### config.mk
export PLATFORM = sky130hd
export DESIGN_NAME = msg_frame_field_locator
export DESIGN_NICKNAME = d
export VERILOG_FILES = /design/src/hw/rtl/mffl_pkg.sv /design/src/hw/rtl/msg_frame_field_locator.sv /design/src/hw/rtl/mffl_scan.sv
export SDC_FILE = /design/constraint.sdc
export NUM_CORES = 1
export LEC_CHECK = 0
export BUFFER_PORTS_ARGS = -buffer_cell sky130_fd_sc_hd__buf_2
export CAP_MARGIN = 5
export CORE_ASPECT_RATIO = 1.75
export CORE_MARGIN = 10
export CORE_UTILIZATION = 50
export CTS_BUF_LIST = sky130_fd_sc_hd__clkbuf_2
export CTS_CLUSTER_SIZE = 25
export DETAILED_ROUTE_END_ITERATION = 10
export GPL_TIMING_DRIVEN = 0
export PLACE_DENSITY = 0.76
export SLEW_MARGIN = 20
export SYNTH_ARGS = -nofsm -noshare
export SYNTH_HDL_FRONTEND = slang
export SYNTH_HIERARCHICAL = 1
export SYNTH_SLANG_ARGS = --single-unit
export TNS_END_PERCENT = 5
### constraint.sdc
create_clock -name clk -period 19.7 [get_ports clk]
set_input_delay 2.955 -clock clk [delete_from_list [all_inputs] [get_ports clk]]
set_output_delay 2.955 -clock clk [all_outputs]
set_load 0.005 [all_outputs]
### src/hw/rtl/mffl_pkg.sv
// Shared types, constants and the frame verdict function of the message frame field locator.
`default_nettype none

package mffl_pkg;

	localparam int MAX_FRAME = 4096;
	localparam int MIN_FRAME = 13;

	// Byte offsets and counts up to MAX_FRAME, and size values up to MAX_FRAME + 1.
	localparam int POS_W = $clog2(MAX_FRAME + 1);
	localparam int VAL_W = $clog2(MAX_FRAME + 2);
	localparam int MUL_W = VAL_W + 4;

	// Result field widths are fixed by the output format.
	localparam int START_W = 12;
	localparam int LEN_W   = 13;
	localparam int OUT_W   = 104;

	localparam logic [7:0] CH_M   = 8'h4D;
	localparam logic [7:0] CH_S   = 8'h53;
	localparam logic [7:0] CH_G   = 8'h47;
	localparam logic [7:0] CH_SP  = 8'h20;
	localparam logic [7:0] CH_TAB = 8'h09;
	localparam logic [7:0] CH_LF  = 8'h0A;
	localparam logic [7:0] CH_CR  = 8'h0D;
	localparam logic [7:0] CH_0   = 8'h30;
	localparam logic [7:0] CH_9   = 8'h39;

	localparam logic [1:0] ST_VALID     = 2'd0;
	localparam logic [1:0] ST_MALFORMED = 2'd1;
	localparam logic [1:0] ST_TOO_LONG  = 2'd2;

	typedef enum logic [2:0] {
		PH_SKIP_SUBJ  = 3'd0,
		PH_SUBJ       = 3'd1,
		PH_SKIP_SID   = 3'd2,
		PH_SID        = 3'd3,
		PH_SKIP_REPLY = 3'd4,
		PH_REPLY      = 3'd5,
		PH_DONE       = 3'd6
	} scan_phase_t;

	typedef struct packed {
		logic [VAL_W-1:0] value;
		logic             sat;
		logic [POS_W-1:0] bpos;
		logic             after_blank;
	} run_t;

	typedef struct packed {
		logic             valid;
		logic             cr_before;
		logic [POS_W-1:0] pos;
		run_t             run;
	} nl_rec_t;

	// All frame state other than the scan phase; every field clears to zero.
	typedef struct packed {
		logic [POS_W-1:0] pos;
		logic             too_long;
		logic             kw_fail;
		logic [POS_W-1:0] subj_begin;
		logic [POS_W-1:0] subj_size;
		logic [POS_W-1:0] sid_begin;
		logic [POS_W-1:0] sid_size;
		logic [POS_W-1:0] third_begin;
		logic [POS_W-1:0] third_size;
		logic             third_seen;
		run_t             run;
		run_t             held;
		logic [7:0]       prev;
		nl_rec_t          nl0;
		nl_rec_t          nl1;
	} frame_t;

	typedef struct packed {
		frame_t      frame;
		scan_phase_t phase;
	} snap_t;

	// Ordered so that status lands in the lowest bits when packed.
	typedef struct packed {
		logic [LEN_W-1:0]   body_length;
		logic [START_W-1:0] body_offset;
		logic [LEN_W-1:0]   reply_length;
		logic [START_W-1:0] reply_offset;
		logic               reply_present;
		logic [LEN_W-1:0]   sid_len;
		logic [START_W-1:0] sid_offset;
		logic [LEN_W-1:0]   subj_length;
		logic [START_W-1:0] subj_offset;
		logic [1:0]         status;
	} res_t;

	function automatic res_t mffl_eval(snap_t s);
		res_t             r;
		logic             ok;
		logic             phase_ok;
		logic [POS_W-1:0] plen;
		frame_t           f;
		f = s.frame;
		r = '0;
		phase_ok = (s.phase == PH_SKIP_REPLY) || (s.phase == PH_REPLY) || (s.phase == PH_DONE);
		plen = f.pos - POS_W'(3) - f.nl1.pos;
		ok = !f.kw_fail && (f.pos >= POS_W'(MIN_FRAME)) && phase_ok
			&& f.nl0.valid && ((f.nl0.pos + 1'b1) == f.pos) && f.nl0.cr_before
			&& f.nl1.valid && (f.nl1.pos != '0) && f.nl1.cr_before
			&& (((POS_W+1)'(f.nl1.pos) + (POS_W+1)'(3)) <= (POS_W+1)'(f.pos))
			&& f.nl1.run.after_blank && !f.nl1.run.sat
			&& ((POS_W+1)'(f.nl1.run.value) == (POS_W+1)'(plen));
		if (f.too_long) begin
			r.status = ST_TOO_LONG;
		end else if (!ok) begin
			r.status = ST_MALFORMED;
		end else begin
			r.status      = ST_VALID;
			r.subj_offset = START_W'(f.subj_begin);
			r.subj_length = LEN_W'(f.subj_size);
			r.sid_offset  = START_W'(f.sid_begin);
			r.sid_len     = LEN_W'(f.sid_size);
			if (f.third_seen && (f.third_begin < f.nl1.run.bpos)) begin
				r.reply_present = 1'b1;
				r.reply_offset  = START_W'(f.third_begin);
				if (s.phase == PH_REPLY) begin
					r.reply_length = LEN_W'(f.pos - f.third_begin);
				end else begin
					r.reply_length = LEN_W'(f.third_size);
				end
			end
			r.body_offset = START_W'(f.nl1.pos + 1'b1);
			r.body_length = LEN_W'(plen);
		end
		return r;
	endfunction

endpackage

`default_nettype wire

### src/hw/rtl/msg_frame_field_locator.sv
// Top level of the message frame field locator: input stage, frame snapshot and result register.
//
// Usage: a text message frame enters one byte per transfer on the slave stream, the final
// byte marked by s_tlast. For each frame one result transfer leaves on the master stream,
// carrying the status (valid, malformed, or longer than MAX_FRAME) and the offset and length
// of the subject, sid, optional reply-to token and payload; every field but the status is
// zero unless the frame is valid.
// Throughput: one byte per cycle, sustained until a final byte finds no room downstream (see Stalls).
// The scanner updates its frame state from the registered input byte, so bytes flow back to back
// across frame borders. Result path: the final byte is registered in the input register, then
// in the frame snapshot register, then in the result register, which drives m_tvalid; a stall can
// hold it in any of these stages.
// Stalls: a result waiting on m_tready holds the result register; bytes inside a frame keep
// flowing regardless. A further frame end is parked in the snapshot stage, and only when
// both that stage and the result register are full does s_tready drop, on a final byte.
// Reset: arst_n clears all frame state and empties every stage; no clearing pass is needed,
// and the block accepts bytes as soon as reset is released.
`default_nettype none

module msg_frame_field_locator (
	input  logic                      clk,
	input  logic                      arst_n,
	input  logic                      s_tvalid,
	output logic                      s_tready,
	input  logic [7:0]                s_tdata,  // [7:0] data_byte
	input  logic                      s_tlast,  // last_byte
	output logic                      m_tvalid,
	input  logic                      m_tready,
	// [1:0] status, [13:2] subj_offset, [26:14] subj_length, [38:27] sid_offset,
	// [51:39] sid_len, [52] reply_present, [64:53] reply_offset, [77:65] reply_length,
	// [89:78] body_offset, [102:90] body_length, [103] zero
	output logic [mffl_pkg::OUT_W-1:0] m_tdata
);
	import mffl_pkg::*;

	// Input register stage.
	logic       vld_s1;
	logic [7:0] data_s1;
	logic       last_s1;

	// Snapshot of the frame state after its final byte.
	logic  vld_s2;
	snap_t snap_s2;

	// Result register.
	logic out_vld_q;
	res_t res_q;

	snap_t snap;
	logic  out_rdy;
	logic  s2_rdy;
	logic  adv1;

	// Only a final byte needs room downstream; any other byte is absorbed at once.
	assign out_rdy  = !out_vld_q || m_tready;
	assign s2_rdy   = !vld_s2 || out_rdy;
	assign adv1     = vld_s1 && (!last_s1 || s2_rdy);
	assign s_tready = !vld_s1 || adv1;

	mffl_scan u_scan (
		.clk     (clk),
		.arst_n  (arst_n),
		.advance (adv1),
		.data_in (data_s1),
		.last_in (last_s1),
		.snap    (snap)
	);

	always_ff @(posedge clk or negedge arst_n) begin
		if (!arst_n) begin
			vld_s1 <= 1'b0;
		end else if (s_tready) begin
			vld_s1 <= s_tvalid;
		end
	end

	always_ff @(posedge clk) begin
		if (s_tvalid && s_tready) begin
			data_s1 <= s_tdata;
			last_s1 <= s_tlast;
		end
	end

	always_ff @(posedge clk or negedge arst_n) begin
		if (!arst_n) begin
			vld_s2 <= 1'b0;
		end else if (s2_rdy) begin
			vld_s2 <= adv1 && last_s1;
		end
	end

	always_ff @(posedge clk) begin
		if (adv1 && last_s1) begin
			snap_s2 <= snap;
		end
	end

	always_ff @(posedge clk or negedge arst_n) begin
		if (!arst_n) begin
			out_vld_q <= 1'b0;
		end else if (out_rdy) begin
			out_vld_q <= vld_s2;
		end
	end

	always_ff @(posedge clk) begin
		if (out_rdy && vld_s2) begin
			res_q <= mffl_eval(snap_s2);
		end
	end

	assign m_tvalid = out_vld_q;
	assign m_tdata  = {1'b0, res_q};

	// The status code never takes the unused fourth value.
	a_status_code: assert property (@(posedge clk) disable iff (!arst_n)
		out_vld_q |-> ((res_q.status == ST_VALID) || (res_q.status == ST_MALFORMED)
			|| (res_q.status == ST_TOO_LONG)))
		else $error("result carries an undefined status code");

	// A frame that is not valid reports nothing but its status.
	a_bad_zero: assert property (@(posedge clk) disable iff (!arst_n)
		(out_vld_q && (res_q.status != ST_VALID)) |-> (m_tdata[OUT_W-1:2] == '0))
		else $error("fields of a rejected frame are not zero");

	// Without a reply-to token its offset and length stay zero.
	a_reply_zero: assert property (@(posedge clk) disable iff (!arst_n)
		(out_vld_q && !res_q.reply_present) |->
		((res_q.reply_offset == '0) && (res_q.reply_length == '0)))
		else $error("reply-to fields set while no reply-to token is present");

	// A valid payload and its closing CRLF lie inside the frame limit.
	a_payload_fits: assert property (@(posedge clk) disable iff (!arst_n)
		(out_vld_q && (res_q.status == ST_VALID)) |->
		(((LEN_W+1)'(res_q.body_offset) + (LEN_W+1)'(res_q.body_length) + (LEN_W+1)'(2))
			<= (LEN_W+1)'(MAX_FRAME)))
		else $error("valid payload reaches past the frame limit");

endmodule

`default_nettype wire

### src/hw/rtl/mffl_scan.sv
// Per-byte frame scanner: token boundaries, size digit runs and newline records.
`default_nettype none

module mffl_scan (
	input  logic            clk,
	input  logic            arst_n,
	input  logic            advance,
	input  logic [7:0]      data_in,
	input  logic            last_in,
	output mffl_pkg::snap_t snap
);
	import mffl_pkg::*;

	frame_t      st_q;
	frame_t      st_n;
	scan_phase_t phase_q;
	scan_phase_t phase_n;

	logic             look;
	logic             scan_en;
	logic             blank;
	logic             digit;
	logic             prev_digit;
	logic             prev_blank;
	logic [MUL_W-1:0] prod;

	assign look       = st_q.pos < POS_W'(MAX_FRAME);
	assign scan_en    = look && (st_q.pos >= POS_W'(3));
	assign blank      = (data_in == CH_SP) || (data_in == CH_TAB);
	assign digit      = data_in inside {[CH_0:CH_9]};
	assign prev_digit = st_q.prev inside {[CH_0:CH_9]};
	assign prev_blank = (st_q.prev == CH_SP) || (st_q.prev == CH_TAB);
	assign prod       = MUL_W'(st_q.run.value) * MUL_W'(10) + MUL_W'(data_in[3:0]);

	// Token phase: alternates between skipping blanks and measuring a token.
	always_comb begin
		phase_n = phase_q;
		if (scan_en) begin
			case (phase_q)
				PH_SKIP_SUBJ:  if (!blank) phase_n = PH_SUBJ;
				PH_SUBJ:       if (blank) phase_n = PH_SKIP_SID;
				PH_SKIP_SID:   if (!blank) phase_n = PH_SID;
				PH_SID:        if (blank) phase_n = PH_SKIP_REPLY;
				PH_SKIP_REPLY: if (!blank) phase_n = PH_REPLY;
				PH_REPLY:      if (blank) phase_n = PH_DONE;
				default:       phase_n = phase_q;
			endcase
		end
	end

	always_comb begin
		st_n = st_q;
		if (!look) begin
			st_n.too_long = 1'b1;
		end else begin
			st_n.pos = st_q.pos + 1'b1;
			if (((st_q.pos == POS_W'(0)) && (data_in != CH_M)) ||
			    ((st_q.pos == POS_W'(1)) && (data_in != CH_S)) ||
			    ((st_q.pos == POS_W'(2)) && (data_in != CH_G))) begin
				st_n.kw_fail = 1'b1;
			end
			if (scan_en) begin
				case (phase_q)
					PH_SKIP_SUBJ: if (!blank) st_n.subj_begin = st_q.pos;
					PH_SUBJ:      if (blank) st_n.subj_size = st_q.pos - st_q.subj_begin;
					PH_SKIP_SID:  if (!blank) st_n.sid_begin = st_q.pos;
					PH_SID:       if (blank) st_n.sid_size = st_q.pos - st_q.sid_begin;
					PH_SKIP_REPLY: begin
						if (!blank) begin
							st_n.third_begin = st_q.pos;
							st_n.third_seen  = 1'b1;
						end
					end
					PH_REPLY:     if (blank) st_n.third_size = st_q.pos - st_q.third_begin;
					default:      st_n.third_size = st_q.third_size;
				endcase
			end
			if (digit) begin
				if (prev_digit) begin
					if (!st_q.run.sat) begin
						if (prod > MUL_W'(MAX_FRAME)) begin
							st_n.run.sat   = 1'b1;
							st_n.run.value = VAL_W'(MAX_FRAME + 1);
						end else begin
							st_n.run.value = VAL_W'(prod);
						end
					end
				end else begin
					st_n.run.bpos        = st_q.pos;
					st_n.run.value       = VAL_W'(data_in[3:0]);
					st_n.run.sat         = 1'b0;
					st_n.run.after_blank = (st_q.pos >= POS_W'(2)) && prev_blank;
				end
			end
			if (data_in == CH_CR) begin
				if (prev_digit) begin
					st_n.held = st_q.run;
				end else begin
					st_n.held.value       = '0;
					st_n.held.sat         = 1'b0;
					st_n.held.bpos        = st_q.pos;
					st_n.held.after_blank = (st_q.pos >= POS_W'(2)) && prev_blank;
				end
			end
			if (data_in == CH_LF) begin
				st_n.nl1           = st_q.nl0;
				st_n.nl0.valid     = 1'b1;
				st_n.nl0.cr_before = st_q.prev == CH_CR;
				st_n.nl0.pos       = st_q.pos;
				st_n.nl0.run       = st_q.held;
			end
			st_n.prev = data_in;
		end
	end

	assign snap.frame = st_n;
	assign snap.phase = phase_n;

	always_ff @(posedge clk or negedge arst_n) begin
		if (!arst_n) begin
			st_q    <= '0;
			phase_q <= PH_SKIP_SUBJ;
		end else if (advance) begin
			if (last_in) begin
				st_q    <= '0;
				phase_q <= PH_SKIP_SUBJ;
			end else begin
				st_q    <= st_n;
				phase_q <= phase_n;
			end
		end
	end

endmodule

`default_nettype wire

==> reports/results.ini, run 1 <==
[clock_tree]
clock_latency_ps=1160
cts.clk_slew.worst_paths_ps=100
post-cts-setup-buffer-count=0
cts.htree.levels=3
cts.sinks=515
cts_tree=done
cts_resized=0
cts_made_buffers=110
cts_hold_buf=0
cts_root_buffer=clkbuf_2
clockBufferDepth=3

[die]
pin_count=119
fp.dieW_um=196
core_region_area_um2=53400
start_util_pct=50.5
dieHeight_um=327
dieArea_um2=64000
rows=112

[timing]
slew_viol_final=0
skew_ps=117
fmax_mhz=147
grt_setup_unrepaired=no
timing.hold.ws_ps=488
slew_headroom_pct=25.1
worstMarginPinSlew_ps=1120
final.period_utilization_pct=34.5
period_minus_slack_ps=6800
setup_tns_ps=0
final-setup-viol-count=0
finalHoldViolations=0

[power]
p_clk_share_pct=31.8
powerDensity_nw_per_um2=73.0
p_leak_nw=13.1
netSwitchingPower_mw=0.644
irDropWorstVdd_v=0.0000431
switching_share_pct=29.6
p_int_mw=1.53
p_comb_share_pct=13.3
p_seq_share_pct=54.9

[status]
status=completed

[routing]
wl_per_cell_um=21.1
wl_mm=78.2
avgViaCountPerCell=5.80
dr.pass1.iters=6
route.vias.total=21500
antenna_left=0
drc=0
drt_iter0_drc=1757

[cells_and_area]
drive_gt1_share_pct=12.0
final_cells=3712
nets=3076
syn_to_final_growth_pct=10.5
num-fill-cells=4768

[global_route]
grt_max_degree=77
antenna_found_initial=2
grt_pass1_vias=21800
overflow=0
grt_pass1_wl_mm=121
grt_usage_pct=23.8

[hold_path]
hold-path-endpoint=u_scan/st_q[162]$_DFFE_PN0P_
whs_path_depth=2
hold_path.class=register to register
hp-start=u_scan/st_q[162]$_DFFE_PN0P_

[synthesis]
ys_warn_count=6
syn_inst=2689
synth_fp_nets=2836
syn_area_um2=27000
avgSynthCellArea_um2=10.0

[worst_setup_path]
crit_path_start_kind=input pin
cp_data_arrival_time_ps=3850
critPathMaxFanout=4
r2r_end=m_tdata[94]$_SDFFCE_PP0P_
timing.rr.start=snap_s2[31]$_DFFE_PP_
worst-r2r-cell-count=17
endpoint_kind=output pin
cp.required_ps=16750
crit_type=input pin to output pin
r2r_slack_ps=13810

[placed_design]
routabilityCongestion=0.961
dp_hpwl_mm=58.3
port_buffers=117
dpl.cell_count=3501

[run]
cap_violations=0

worst max path at each step:
stage | depth (start not counted) | to | slack (ps) | from
floorplan | 3 | snap_s2[0]$_DFFE_PP_ | 9500 | m_tready
global placement | 4 | snap_s2[23]$_DFFE_PP_ | 6610 | m_tready
detailed placement | 5 | s_tready | 12870 | m_tready
CTS | 5 | s_tready | 12860 | m_tready
global route | 5 | s_tready | 12790 | m_tready
finish | 5 | s_tready | 12900 | m_tready
area by class of cell:
class / instances / area [µm²] / area share (%)
Buffer: 148 / 589 / 1.98
Antenna cell: 2 / 5.00 / 0.0168
Inverter: 146 / 548 / 1.84
Clock buffer: 161 / 806 / 2.70
Multi-Input combinational cell: 1880 / 11600 / 39.0
Timing Repair Buffer: 128 / 856 / 2.87
Tap cell: 684 / 856 / 2.87
Clock inverter: 48 / 297 / 0.995
Sequential cell: 515 / 14200 / 47.7
power groups by stage:
stage               Clock (mW)  Sequential, mW  Combinational, mW
floorplan                    0            1.22              0.178
global placement             0            1.23              0.271
detailed placement           0            1.22              0.286
CTS                      0.713            1.20              0.288
global route             0.765            1.20              0.316
finish                   0.692            1.20              0.289
cell usage in the layout (no fill, tap or decap), types with 46 or more instances in the layout:
| cell type | n |
|---|---|
| nand3_1 | 52 |
| a21oi_1 | 62 |
| inv_1 | 146 |
| clkbuf_2 | 161 |
| and2_1 | 90 |
| ha_1 | 127 |
| o21ai_0 | 194 |
| nor2_1 | 107 |
| xor2_1 | 46 |
| a22o_1 | 144 |
| xnor2_1 | 78 |
| nand2_1 | 589 |
| edfxtp_1 | 265 |
| buf_2 | 125 |
| dfrtp_1 | 250 |
| clkbuf_1 | 133 |
critical path: stages:
cell and delay (ps):
buf_2 90, nand2b_1 180, nor2_1 280, nand3_1 170
buf_2 170
registers in the layout, summed over array words and instances (netlist names):
name,cells
m_tdata,103
data_s1,8
m_tvalid,1
snap_s2,153
vld_s2,1
last_s1,1
u_scan/st_q,244
u_scan/phase_q,3
vld_s1,1
per-stage QoR:
stage               total power, mW  area [µm²]  setup WS [ps]  utilization [%]
CTS                            2.20       29800          12860             55.8
global placement               1.50       28400           6610             53.2
detailed placement             1.50       28700          12870             53.8
floorplan                      1.39       27000           9500                -
global route                   2.28       29800          12790             55.8
finish                         2.18       29800          12900             55.8
routing by layer:
layer | wire length, µm | vias up | track usage [%]
li1 | - | 10000 | -
met1 | 28700 | 10400 | 25.8
met2 | 39200 | 900 | 41.4
met3 | 5190 | 256 | 4.57
met4 | 5050 | 0 | 16.0
met5 | 0 | - | 0
Note: power is estimated with default switching activity, not from simulation.
==> run 2: changes to the inputs <==
Settings changed: ABC_AREA from default to 1.
Clock period 19.7 ns to 7 ns, I/O delays scaled along.
==> run 2 against run 1 <==
Compared with the run above: sequential power grew to 2.9 times the previous value; hold slack lost 340 ps; clock power grew to 2.9 times the previous value; critical path depth grew 14; core utilization shrank 0.36 points; synthesized cell count grew 20%; die area grew 2.7%; global-route usage shrank 0.92 points; clock-buffer cell count shrank 1; first-iteration DRC count shrank 14%.
==> reports/results.ini, run 2 <==
[global_route]
overflow=0  ; unchanged
grt_pass1_wl_mm=118  ; was 121 mm
grt_usage_pct=22.9  ; was 23.8%
grt_max_degree=109  ; was 77
antenna_found_initial=2  ; unchanged
grt_pass1_vias=22700  ; was 21.8k

[worst_setup_path]
r2r_end=m_tdata[44]$_SDFFCE_PP0P_  ; was m_tdata[94]$_SDFFCE_PP0P_
slowest_delay_ps=550  ; was 280 ps
r2r_slack_ps=2540  ; was 13810 ps
crit_path_start_kind=register  ; was input pin
timing.rr.start=snap_s2[235]$_DFFE_PP_  ; was snap_s2[31]$_DFFE_PP_
crit_type=register to register  ; was input pin to output pin
critPathMaxFanout=10  ; was 4
endpoint_kind=register  ; was output pin
cp.required_ps=8010  ; was 16750 ps
worst-r2r-cell-count=19  ; was 17
worst_path_max_delay_cell=edfxtp_1  ; was nor2_1
cp_cell_sequence=inv_1 > ha_1 > inv_1 > ha_1 > inv_1 > fa_1 > inv_1 > nand3_1 > nand2_1 > xnor2_1 > xor2_1 > nand2_1 > nor2_1 > nand4_1 > nor2_2 > nand4_1 > buf_4 > buf_6 > nor2_2  ; was buf_2 > nand2b_1 > nor2_1 > nand3_1 > buf_2
cp_data_arrival_time_ps=5460  ; was 3850 ps
crit_end=m_tdata[44]$_SDFFCE_PP0P_  ; was s_tready
startpoint=snap_s2[235]$_DFFE_PP_  ; was m_tready
cpMostUsedCell=inv_1  ; was buf_2

[cells_and_area]
final_cells=4261  ; was 3712
final_common_cell=nand2_1  ; unchanged
largest_reg_flops=244  ; unchanged
drive_gt1_share_pct=11.9  ; was 12.0%
syn_to_final_growth_pct=10.2  ; was 10.5%
layout_common_cells=nand2_1 (688), inv_1 (576), o21ai_0 (337)  ; was nand2_1 (589), edfxtp_1 (265), dfrtp_1 (250)
nets=3619  ; was 3076
num-fill-cells=5013  ; was 4768
regMostFlops=u_scan/st_q  ; unchanged

[clock_tree]
post-cts-setup-buffer-count=0  ; unchanged
clock_latency_ps=1210  ; was 1160 ps
cts_tree=done  ; unchanged
cts.clk_slew.worst_paths_ps=110  ; was 100 ps
cts_made_buffers=111  ; was 110
cts.htree.levels=3  ; unchanged
cts.sinks=515  ; unchanged
clockBufferDepth=3  ; unchanged
cts_root_buffer=clkbuf_2  ; unchanged

[routing]
dr.pass1.iters=5  ; was 6
antenna_left=0  ; unchanged
wl_per_cell_um=17.8  ; was 21.1 µm
avgViaCountPerCell=5.32  ; was 5.80
route.vias.total=22700  ; was 21.5k
drt_iter0_drc=1515  ; was 1757
drc=0  ; unchanged
wl_mm=75.8  ; was 78.2 mm

[synthesis]
ys_warn_count=6  ; unchanged
syn_area_um2=27800  ; was 27000 µm²
avgSynthCellArea_um2=8.61  ; was 10.0 µm²
synth_fp_nets=3372  ; was 2836
syn_inst=3225  ; was 2689

[timing]
timing.hold.ws_ps=144  ; was 488 ps
worstMarginPinSlew_ps=1000  ; was 1120 ps
slew_headroom_pct=32.8  ; was 25.1%
setup_tns_ps=0  ; unchanged
skew_ps=120  ; was 117 ps
slew_viol_final=0  ; unchanged
final.period_utilization_pct=63.7
period_minus_slack_ps=4460
fmax_mhz=224
grt_setup_unrepaired=no  ; unchanged
final-setup-viol-count=0  ; unchanged
finalHoldViolations=0  ; unchanged

[die]
dieArea_um2=65800  ; was 64000 µm²
pin_count=119  ; unchanged
fp.dieW_um=198  ; was 196 µm
core_region_area_um2=55200  ; was 53400 µm²
dieHeight_um=332  ; was 327 µm
start_util_pct=50.3  ; was 50.5%
rows=114  ; was 112

[placed_design]
port_buffers=117  ; unchanged
dpl.cell_count=4044  ; was 3501
dp_hpwl_mm=57.7  ; was 58.3 mm
routabilityCongestion=0.925  ; was 0.961

[power]
p_comb_share_pct=17.9  ; was 13.3%
netSwitchingPower_mw=2.09  ; was 0.644 mW
p_int_mw=4.52  ; was 1.53 mW
powerDensity_nw_per_um2=216  ; was 73.0 nW/µm²
switching_share_pct=31.6  ; was 29.6%
p_seq_share_pct=52.1  ; was 54.9%
p_total_mw=6.60  ; was 2.18 mW
irDropWorstVdd_v=0.000122  ; was 0.0000431 V
p_leak_nw=15.0  ; was 13.1 nW
p_clk_share_pct=30.0  ; was 31.8%

[hold_path]
hold_path.class=input pin to register  ; was register to register
whs_path_depth=4  ; was 2

[run]
cap_violations=0  ; unchanged

[status]
status=completed  ; unchanged

-- run 2: per-stage QoR --
stage / worst slack, ps / instance area [µm²] / utilization (%)
floorplan: 1020 / 27800 / -
global placement: -848 / 29200 / 53.0
detailed placement: 2210 / 29400 / 53.3
CTS: 2410 / 30600 / 55.5
global route: 2260 / 30600 / 55.5
finish: 2540 / 30600 / 55.5
-- run 2: worst max-delay path: cells and delay by family (launching register included) --
family / cells / cell delay (ps)
XOR/XNOR: 2 / 490
adder cells (fa/ha/maj): 3 / 920
flip-flops: 1 / 550
buffers and inverters: 6 / 1160
AND/OR/NAND/NOR: 8 / 1140
-- run 2: power by group through the flow --
stage	Sequential, mW	Clock [mW]	Combinational (mW)
final	3.44	1.98	1.18
after global routing	3.46	2.17	1.32
after CTS	3.44	2.04	1.17
after detailed placement	3.50	0	1.16
after global placement	3.52	0	1.13
after floorplan	3.49	0	0.780
-- run 2: layer usage --
layer / vias up / wire, µm / global-route usage (%)
li1: 11100 / - / -
met1: 10600 / 26700 / 22.8
met2: 730 / 39200 / 41.3
met3: 260 / 4140 / 3.71
met4: 0 / 5760 / 17.6
met5: - / 0 / 0
-- run 2: worst min path at each step --
stage | to | from
3_3_place_gp | u_scan/st_q[0]$_DFFE_PN0P_ | u_scan/st_q[0]$_DFFE_PN0P_
5_1_grt | m_tvalid$_DFFE_PN0N_ | m_tready
4_1_cts | m_tvalid$_DFFE_PN0N_ | m_tready
3_5_place_dp | m_tdata[1]$_SDFFCE_PP1P_ | snap_s2[233]$_DFFE_PP_
6_report | m_tvalid$_DFFE_PN0N_ | m_tready
2_1_floorplan | u_scan/st_q[0]$_DFFE_PN0P_ | u_scan/st_q[0]$_DFFE_PN0P_
-- run 2: layout make-up --
cell class | count | area (µm²) | share of cell area [%]
tap | 696 | 871 | 2.84
antenna | 3 | 7.51 | 0.0245
clock buffer | 160 | 801 | 2.62
buffer | 117 | 520 | 1.70
multi-input combinational | 1998 | 10800 | 35.3
sequential | 515 | 14200 | 46.4
inverter | 595 | 2240 | 7.32
timing repair buffer | 134 | 848 | 2.77
clock inverter | 43 | 302 | 0.985
-- run 2: timing repair --
item / 4_1_cts / 5_1_grt
hold endpoints to repair: 88 / 0
resized for setup: 0 / 0
hold buffers: 11 / 0
